<file path="src/sv/tqps_pkg.sv">
// Shared types, register indexes and constants for the textured quad pixel shader.
// Used by every module of the block; depends on nothing.
`default_nettype none
package tqps_pkg;

   // Configuration register indexes.
   localparam logic [2:0] CFG_ORIGIN   = 3'd0;
   localparam logic [2:0] CFG_X_AXIS   = 3'd1;
   localparam logic [2:0] CFG_Y_AXIS   = 3'd2;
   localparam logic [2:0] CFG_INV_X    = 3'd3;
   localparam logic [2:0] CFG_INV_Y    = 3'd4;
   localparam logic [2:0] CFG_TEX_W    = 3'd5;
   localparam logic [2:0] CFG_TEX_H    = 3'd6;

   // Operation codes of an input word.
   localparam logic OP_LOAD  = 1'b0;
   localparam logic OP_SHADE = 1'b1;

   // Parameter defaults.
   localparam int TEX_DEPTH_DEF  = 65536;
   localparam int COORD_BITS_DEF = 12;

   // Width of a linear texel address before it wraps to the store depth.
   localparam int ADDR_VW = 17;

   // Colors and blend constants.
   localparam logic [31:0] MAGENTA      = 32'hFF00FFFF;
   localparam logic [7:0]  ALPHA_OPAQUE = 8'hFF;
   localparam logic [23:0] BLEND_DEN    = 24'd16711680;  // 255 * 65536
   localparam logic [23:0] BLEND_HALF   = 24'd8355840;   // half of the denominator
   localparam logic [17:0] BLEND_SAT    = 18'd65280;     // 256 * 255
   localparam logic [15:0] RECIP_255    = 16'h8081;      // 2^23 / 255, rounded up

   // Four neighboring texels of one bilinear sample.
   typedef struct packed {
      logic [31:0] ta;
      logic [31:0] tb;
      logic [31:0] tc;
      logic [31:0] td;
   } quad_type;

   // Everything the blend pipeline needs for one pixel.
   typedef struct packed {
      quad_type    texels;
      logic [7:0]  wx;
      logic [7:0]  wy;
      logic [31:0] dest;
      logic        in_quad;
   } samp_type;

   // Per-stage bookkeeping that travels along the main pipeline.
   typedef struct packed {
      logic        valid;
      logic        op;
      logic        in_quad;
      logic [11:0] x;
      logic [11:0] y;
      logic [31:0] dest;
      logic [15:0] idx;
      logic [31:0] tval;
      logic [7:0]  wx;
      logic [7:0]  wy;
   } meta_type;

endpackage
`default_nettype wire

</file>
<file path="src/sv/tqps_addr_wrap.sv">
// Two-stage wrap of a linear texel address modulo the texture store depth.
// Depends on tqps_pkg for the linear address width.
`default_nettype none
module tqps_addr_wrap
   import tqps_pkg::*;
#(
   parameter int TEX_DEPTH = TEX_DEPTH_DEF,
   parameter int AW        = $clog2(TEX_DEPTH)
) (
   input  wire logic               clock,
   input  wire logic               en,
   input  wire logic [ADDR_VW-1:0] lin_addr,
   output logic      [AW-1:0]      addr_ff
);

   localparam int RECIP = (1 << ADDR_VW) / TEX_DEPTH;
   localparam int PW    = ADDR_VW + 21;

   logic [ADDR_VW-1:0] lin_ff, lin_in;
   logic [ADDR_VW-1:0] quo_ff, quo_in;
   logic [PW-1:0]      prod, rem_full;
   logic [ADDR_VW-1:0] rem;
   logic [AW-1:0]      addr_in;

   // First stage: quotient estimate by reciprocal, low by at most one.
   always_comb begin
      lin_in = lin_addr;
      quo_in = ADDR_VW'(((2 * ADDR_VW)'(lin_addr) * (2 * ADDR_VW)'(RECIP)) >> ADDR_VW);
   end

   // Second stage: remainder with one correcting subtraction.
   always_comb begin
      prod     = PW'(quo_ff) * PW'(TEX_DEPTH);
      rem_full = PW'(lin_ff) - prod;
      rem      = rem_full[ADDR_VW-1:0];
      if (PW'(rem) >= PW'(TEX_DEPTH)) begin
         rem = ADDR_VW'(PW'(rem) - PW'(TEX_DEPTH));
      end
      addr_in = AW'(rem);
   end

   always_ff @(posedge clock) begin
      if (en) begin
         lin_ff  <= lin_in;
         quo_ff  <= quo_in;
         addr_ff <= addr_in;
      end
   end

endmodule
`default_nettype wire

</file>
<file path="config.mk">
export PLATFORM = sky130hd
export DESIGN_NAME = tqps_addr_wrap
export DESIGN_NICKNAME = d
export VERILOG_FILES = /design/src/sv/tqps_pkg.sv /design/src/sv/tqps_addr_wrap.sv
export SDC_FILE = /design/constraint.sdc
export NUM_CORES = 1
export LEC_CHECK = 0
export BUFFER_PORTS_ARGS = -buffer_cell sky130_fd_sc_hd__buf_4
export CELL_PAD_IN_SITES_DETAIL_PLACEMENT = 2
export CELL_PAD_IN_SITES_GLOBAL_PLACEMENT = 2
export CORE_ASPECT_RATIO = 1.2
export CORE_MARGIN = 5
export CORE_UTILIZATION = 34
export CTS_CLUSTER_SIZE = 28
export DETAILED_ROUTE_END_ITERATION = 7
export PLACE_DENSITY = 0.79
export SLEW_MARGIN = 5
export SYNTH_ARGS = -nofsm -noshare
export SYNTH_HDL_FRONTEND = slang
export SYNTH_SLANG_ARGS = --single-unit
</file>
<file path="constraint.sdc">
create_clock -name clock -period 0.9 [get_ports clock]
set_input_delay 0.09 -clock clock [delete_from_list [all_inputs] [get_ports clock]]
set_output_delay 0.09 -clock clock [all_outputs]
set_load 0.02 [all_outputs]
</file>
==> summary.txt, run 1 <==
Global routing
  – Vias in the first global route: around 620
  – Initial antenna violation count: 0
  – GRT busiest layer: met2
  – Largest net degree at the start of global routing: 33
  – Met2 usage: around a fifth
  – GR Util met3: between 5 and 6%
  – GRT Total Usage: about an eighth
  – Global-route wire length before repair: approximately 3300 microns
  – Met1 usage: between 10% and 20%
  – Gr ovfl total: 0

Placement
  – Port buffer count: 33
  – Routability congestion estimate: 0.633
  – Placed Area: about 1300 sq um

STA
  – Slew Viols, Final: 0
  – Fin worst setup slack: -0.0676 ns
  – WHS: between 0.2 and 0.25 ns
  – Final setup fails: 16
  – Final period utilization: 108%
  – Slew Limit Headroom: 74.4%
  – Max frequency: 1030 MHz
  – Worst Clk Skew: 0.0202 ns
  – Final Hold Fails: 0
  – Final min period: between 0.9 and 1 ns
  – Worst-margin pin slew: 0.385 ns
  – RSZ-0062 raised after global routing: true

Cells and area
  – Share of cells above drive strength 1: 42.7%
  – Final Instance Area: around 1500 sq um
  – Final core occ: 55.1%
  – Area growth from synthesis to layout: 58.2%
  – Most frequent cells in the layout: 32 x edfxtp_1, 17 x buf_4, 16 x dlygate4sd3_1, 16 x buf_6, 5 x clkbuf_4
  – Nets: about 110
  – Antenna cell count: 0
  – Multi-input gate area: 0 sq um
  – #MultiIn Comb: 0
  – Commonest non-fill, non-tap cell in the layout: edfxtp_1
  – FILL cells: ~240

Clock network
  – TritonCTS clock tree: done
  – Htree depth: 2
  – Clock-pin slew on the worst setup and hold paths: around 0.10 ns
  – TritonCTS Sinks: 32
  – Bufs on Longest Clock Path: 2
  – Num CTS Buffers: 5
  – Clock Latency Late Sink: 0.32 ns
  – Clock Tree Root: clkbuf_4
  – Post-CTS Setup Inserts: 0

Worst setup path
  – Worst flop-to-flop path startpoint: lin_ff[1]
  – WP buf/inv: 1
  – Crit path largest cell delay: roughly 0.41 ns
  – CP Cell Sequence: buf_6
  – Reg2reg setup slack: roughly 0.23 ns
  – R2r endpoint: addr_ff[1]
  – CP max-delay cell: edfxtp_1
  – Startpoint class of the critical path: flip-flop
  – WP depth: 1
  – Delay-heaviest family, CP: flip-flops
  – Max Fanout on Critical Path: 1
  – Worst Path Required: 0.81 ns
  – Crit path DAT: 0.88 ns
  – Worst Reg-to-Reg Cells: 0
  – Critical path class: reg -> out
  – Crit end category: output pin

Route
  – Vias per cell: between 4 and 5
  – Pre-antenna DRT Iters: 4
  – Mean routed wirelength per cell: 16.3 microns
  – 1st-iter DRT viols: 8
  – DR vias: between 500 and 600
  – Drc violations: 0
  – Final wirelength: between 2000 and 2500 microns
  – Post-DRT Antenna Nets: 0

Synth
  – #FFs+latches synth: 32
  – Largest cells by area after synthesis: edfxtp_1 100%
  – Syn. warnings: 0
  – Syn Inst Count: 32
  – Biggest area consumer among synthesized cells: edfxtp_1
  – Share of Yosys cell area claimed by the top area cell type: 100%
  – Mapped Avg Cell Area: around 30 sq um
  – Synth Net Count: a little over 50
  – Mapped cell area: about 960 sq um
  – Seq/Total Area, Yosys: 100%
  – Synth cell types: 1

Run
  – Total of max-cap violations: 0

Power
  – Worst VDD drop: roughly 0.92 mV
  – Pwr dens: 1870 nW/um^2
  – Leak: 0.585 nW

Floorplanning
  – Chip height: about 68 microns
  – Core footprint: 2760 sq um
  – Top Ports: 35
  – Die area: 3990 sq um
  – Starting density of the core: approximately a third
  – Die Width: roughly 60 microns
  – Cell row count: 21

Status
  – Failing checks: negative setup slack
  – Status: finished, violations left

Worst hold path
  – Hold path endpoint: lin_ff[5]
  – Hold Path Origin: en
  – Hold crit path type: in -> reg
  – Hold path depth: 1
## through the flow
stage                     TNS (ns)  worst slack (ns)  total power, mW  instances
after floorplan                  0             0.311             1.89         32
after global placement           0             0.132             2.04         99
after detailed placement         0             0.111             2.05         99
after CTS                    -1.09           -0.0872             2.86        123
after global routing         -1.67            -0.118             3.00        123
final                       -0.702           -0.0676             2.84        123
## flip-flops by register name, summed over array words and instances, names as in the netlist
| signal | flops |
|---|---|
| addr_ff | 16 |
| lin_ff | 16 |
## worst max path at each step
stage,from,end,slack (ns)
finish,addr_ff[10],addr_ff[10],-0.07
global route,addr_ff[11],addr_ff[11],-0.12
CTS,addr_ff[0],addr_ff[0],-0.09
detailed placement,en,addr_ff[1],0.11
global placement,en,addr_ff[1],0.13
floorplan,lin_ff[0],addr_ff[0],0.31
## layer usage
layer,up-vias,wire [microns]
li1,239,-
met1,251,733
met3,4,198
met2,25,1040
met4,0,30
met5,-,0
## cell usage after synthesis
cell,count
edfxtp_1,32
## layout make-up
class                 count  area (sq um)  share of cell area, %
Sequential cell          32           961                   63.2
Timing Repair Buffer     49           468                   30.8
Tap cell                 34          42.5                   2.80
Clock buffer              7          45.0                   2.96
Clock inverter            1          3.75                  0.247
## logic make-up (layout without fill, tap and decap cells)
group | Yosys count | after routing | synth area share (%)
flip-flops | 32 | 32 | 100
buffers and inverters | 0 | 57 | 0
## report_power, final
group | internal, mW | total (mW) | switching, mW
clock | 0.300 | 0.734 | 0.434
combinational | 0.176 | 0.304 | 0.128
sequential | 1.77 | 1.81 | 0.0391
## repair_timing
action / in CTS / in global routing
pin swaps: 0 / 0
endpoints found under the hold margin: 16 / 0
setup endpoints to repair: 16 / 16
hold buffers: 16 / 0
resized for setup: 16 / 0
Note: power is estimated with default switching activity, not from simulation.
==> run 2: changes to the inputs <==
Settings changed: PLACE_DENSITY 0.79 to not set, PLACE_DENSITY_LB_ADDON set to 0.1.
==> run 2 against run 1 <==
  * The flow still finishes with violations (negative setup slack)
  * Clock skew down 0.016 ns
  * Critical path depth unchanged
  * Cell area up 2.4%
  * Clock power down 6.4%
  * Clock-buffer cell count down 2
  * Register-to-register slack better by 0.03 ns
  * Largest power group unchanged
==> summary.txt, run 2 (synthesized netlist as in run 1, its figures left out) <==
Status
  – Status: finished, violations left
  – Failing checks: negative setup slack

STA
  – Max frequency: 1040 MHz (+0.84%)
  – Final min period: 0.959 ns (-0.00807 ns)
  – Fin worst setup slack: -0.0595 ns (+0.00807 ns)
  – Worst Clk Skew: 0.00433 ns (-0.0158 ns)
  – Slew Viols, Final: 0 (unchanged)
  – Final setup fails: 16 (unchanged)
  – Final period utilization: 107% (-0.90 points)
  – Total Neg Setup Slack: -0.708 ns (-0.00599 ns)
  – Final Hold Fails: 0 (unchanged)
  – RSZ-0062 raised after global routing: true
  – Worst-margin pin slew: 0.0969 ns (-0.288 ns)
  – WHS: 0.156 ns (-0.0578 ns)
  – Slew Limit Headroom: 93.5% (+19 points)

Floorplanning
  – Chip height: 68.2 microns (unchanged)
  – Die area: 3990 sq um (unchanged)
  – Core footprint: 2760 sq um (unchanged)
  – Starting density of the core: 34.8% (unchanged)
  – Cell row count: 21 (unchanged)
  – Top Ports: 35 (unchanged)
  – Die Width: 58.5 microns (unchanged)

Global routing
  – Largest net degree at the start of global routing: 17 (-48%)
  – Gr ovfl total: 0 (unchanged)
  – GRT Total Usage: 10.5% (-2.0 points)
  – Initial antenna violation count: 0 (unchanged)
  – Global-route wire length before repair: 2730 microns (-17%)
  – Vias in the first global route: 565 (-9.5%)

Worst setup path
  – Crit path largest cell delay: 0.40 ns (about the same)
  – Startpoint class of the critical path: flip-flop
  – WP buf/inv: 1 (unchanged)
  – CP Cell Sequence: buf_6
  – Critical path class: reg -> out
  – R2r endpoint: addr_ff[7]
  – Crit path DAT: 0.87 ns (about the same)
  – Worst Reg-to-Reg Cells: 0 (unchanged)
  – Worst flop-to-flop path startpoint: lin_ff[7]
  – Max Fanout on Critical Path: 1 (unchanged)
  – Worst Path Required: 0.81 ns (about the same)
  – CP max-delay cell: edfxtp_1
  – Reg2reg setup slack: 0.26 ns (+0.03 ns)
  – Delay-heaviest family, CP: flip-flops
  – Crit end category: output pin

Route
  – Pre-antenna DRT Iters: 3 (-1)
  – Post-DRT Antenna Nets: 0 (unchanged)
  – 1st-iter DRT viols: 12 (+4)
  – Final wirelength: 1780 microns (-11%)
  – DR vias: 529 (+1.9%)
  – Drc violations: 0 (unchanged)
  – Mean routed wirelength per cell: 14.3 microns (-12%)
  – Vias per cell: 4.27 (+1.1%)

Clock network
  – TritonCTS clock tree: done
  – Htree depth: 2 (unchanged)
  – Clock-pin slew on the worst setup and hold paths: 0.09 ns (about the same)
  – Clock Tree Root: clkbuf_4
  – Num CTS Buffers: 5 (unchanged)
  – Bufs on Longest Clock Path: 2 (unchanged)
  – Clock Latency Late Sink: 0.32 ns (about the same)
  – TritonCTS Sinks: 32 (unchanged)

Power
  – Pwr dens: 1810 nW/um^2 (-3.4%)
  – Worst VDD drop: 1.26 mV (+37%)
  – Leak: 0.603 nW (+3.1%)

Placement
  – Routability congestion estimate: 0.667 (+5.4%)
  – Port buffer count: 33 (unchanged)

Worst hold path
  – Hold path endpoint: addr_ff[2]
  – Hold crit path type: in -> reg
  – Hold path depth: 2 (+1)
  – Hold Path Origin: en

Run
  – Total of max-cap violations: 0 (unchanged)

Cells and area
  – Area growth from synthesis to layout: 62.0%
  – #MultiIn Comb: 0 (unchanged)
  – Commonest non-fill, non-tap cell in the layout: edfxtp_1
  – Multi-input gate area: 0 sq um (unchanged)
  – Most frequent cells in the layout: 32 x edfxtp_1, 17 x buf_4, 16 x dlygate4sd3_1, 16 x buf_6, 5 x clkbuf_4
  – Largest regs: addr_ff x16, lin_ff x16
  – Share of cells above drive strength 1: 44.4% (+1.7 points)
  – Nets: 109 (+1.9%)
  – Antenna cell count: 0 (unchanged)
## run 2: cell count changes in the layout (fill, tap and decap cells not counted)
cell,change
buf_12,+2
clkbuf_1,-2
clkinv_1,+1
## run 2: metal layers
metal  track usage, %  routed length, microns
met1             8.72                     518
met2             18.7                    1050
met3             6.60                     161
met4             6.09                      46
met5                0                       0
## run 2: layout make-up
| class | count | area (sq um) |
|---|---|---|
| Sequential cell | 32 | 961 |
| Timing Repair Buffer | 51 | 508 |
| Clock inverter | 2 | 7.51 |
| Fill cell | 225 | 1200 |
| Clock buffer | 5 | 37.5 |
| Tap cell | 34 | 42.5 |
## run 2: power breakdown
part / leakage [nW] / internal, mW / switching [mW]
clock: 0.0261 / 0.272 / 0.416
sequential: 0.313 / 1.77 / 0.0369
combinational: 0.264 / 0.193 / 0.130
total: 0.603 / 2.23 / 0.582
## run 2: how the worst max path moves through the flow
stage,startpoint,end,slack [ns],cells after the start
3_3_place_gp,en,addr_ff[13],0.25,2
4_1_cts,addr_ff[9],addr_ff[9],-0.1,1
5_1_grt,addr_ff[10],addr_ff[10],-0.14,1
6_report,addr_ff[10],addr_ff[10],-0.06,1
2_1_floorplan,lin_ff[0],addr_ff[0],0.31,0
3_5_place_dp,en,addr_ff[14],0.24,2
## run 2: timing repair
action / in CTS / in global routing
hold buffers: 16 / 0
setup endpoints to repair: 16 / 16
gates cloned: 0 / 0
pin swaps: 0 / 0
buffers inserted: 0 / 0
hold endpoints to repair: 16 / 0
resized for setup: 16 / 0
## run 2: through the flow
stage / setup WS, ns / instance area (sq um) / cells / util [%] / total power, mW
final: -0.0595 / 1560 / 124 / 56.4 / 2.81
after global routing: -0.143 / 1560 / 124 / 56.4 / 2.98
after CTS: -0.0973 / 1560 / 124 / 56.4 / 2.87
after detailed placement: 0.244 / 1290 / 101 / 46.8 / 2.07
after global placement: 0.249 / 1290 / 101 / 46.8 / 2.06
after floorplan: 0.311 / 961 / 32 / - / 1.89
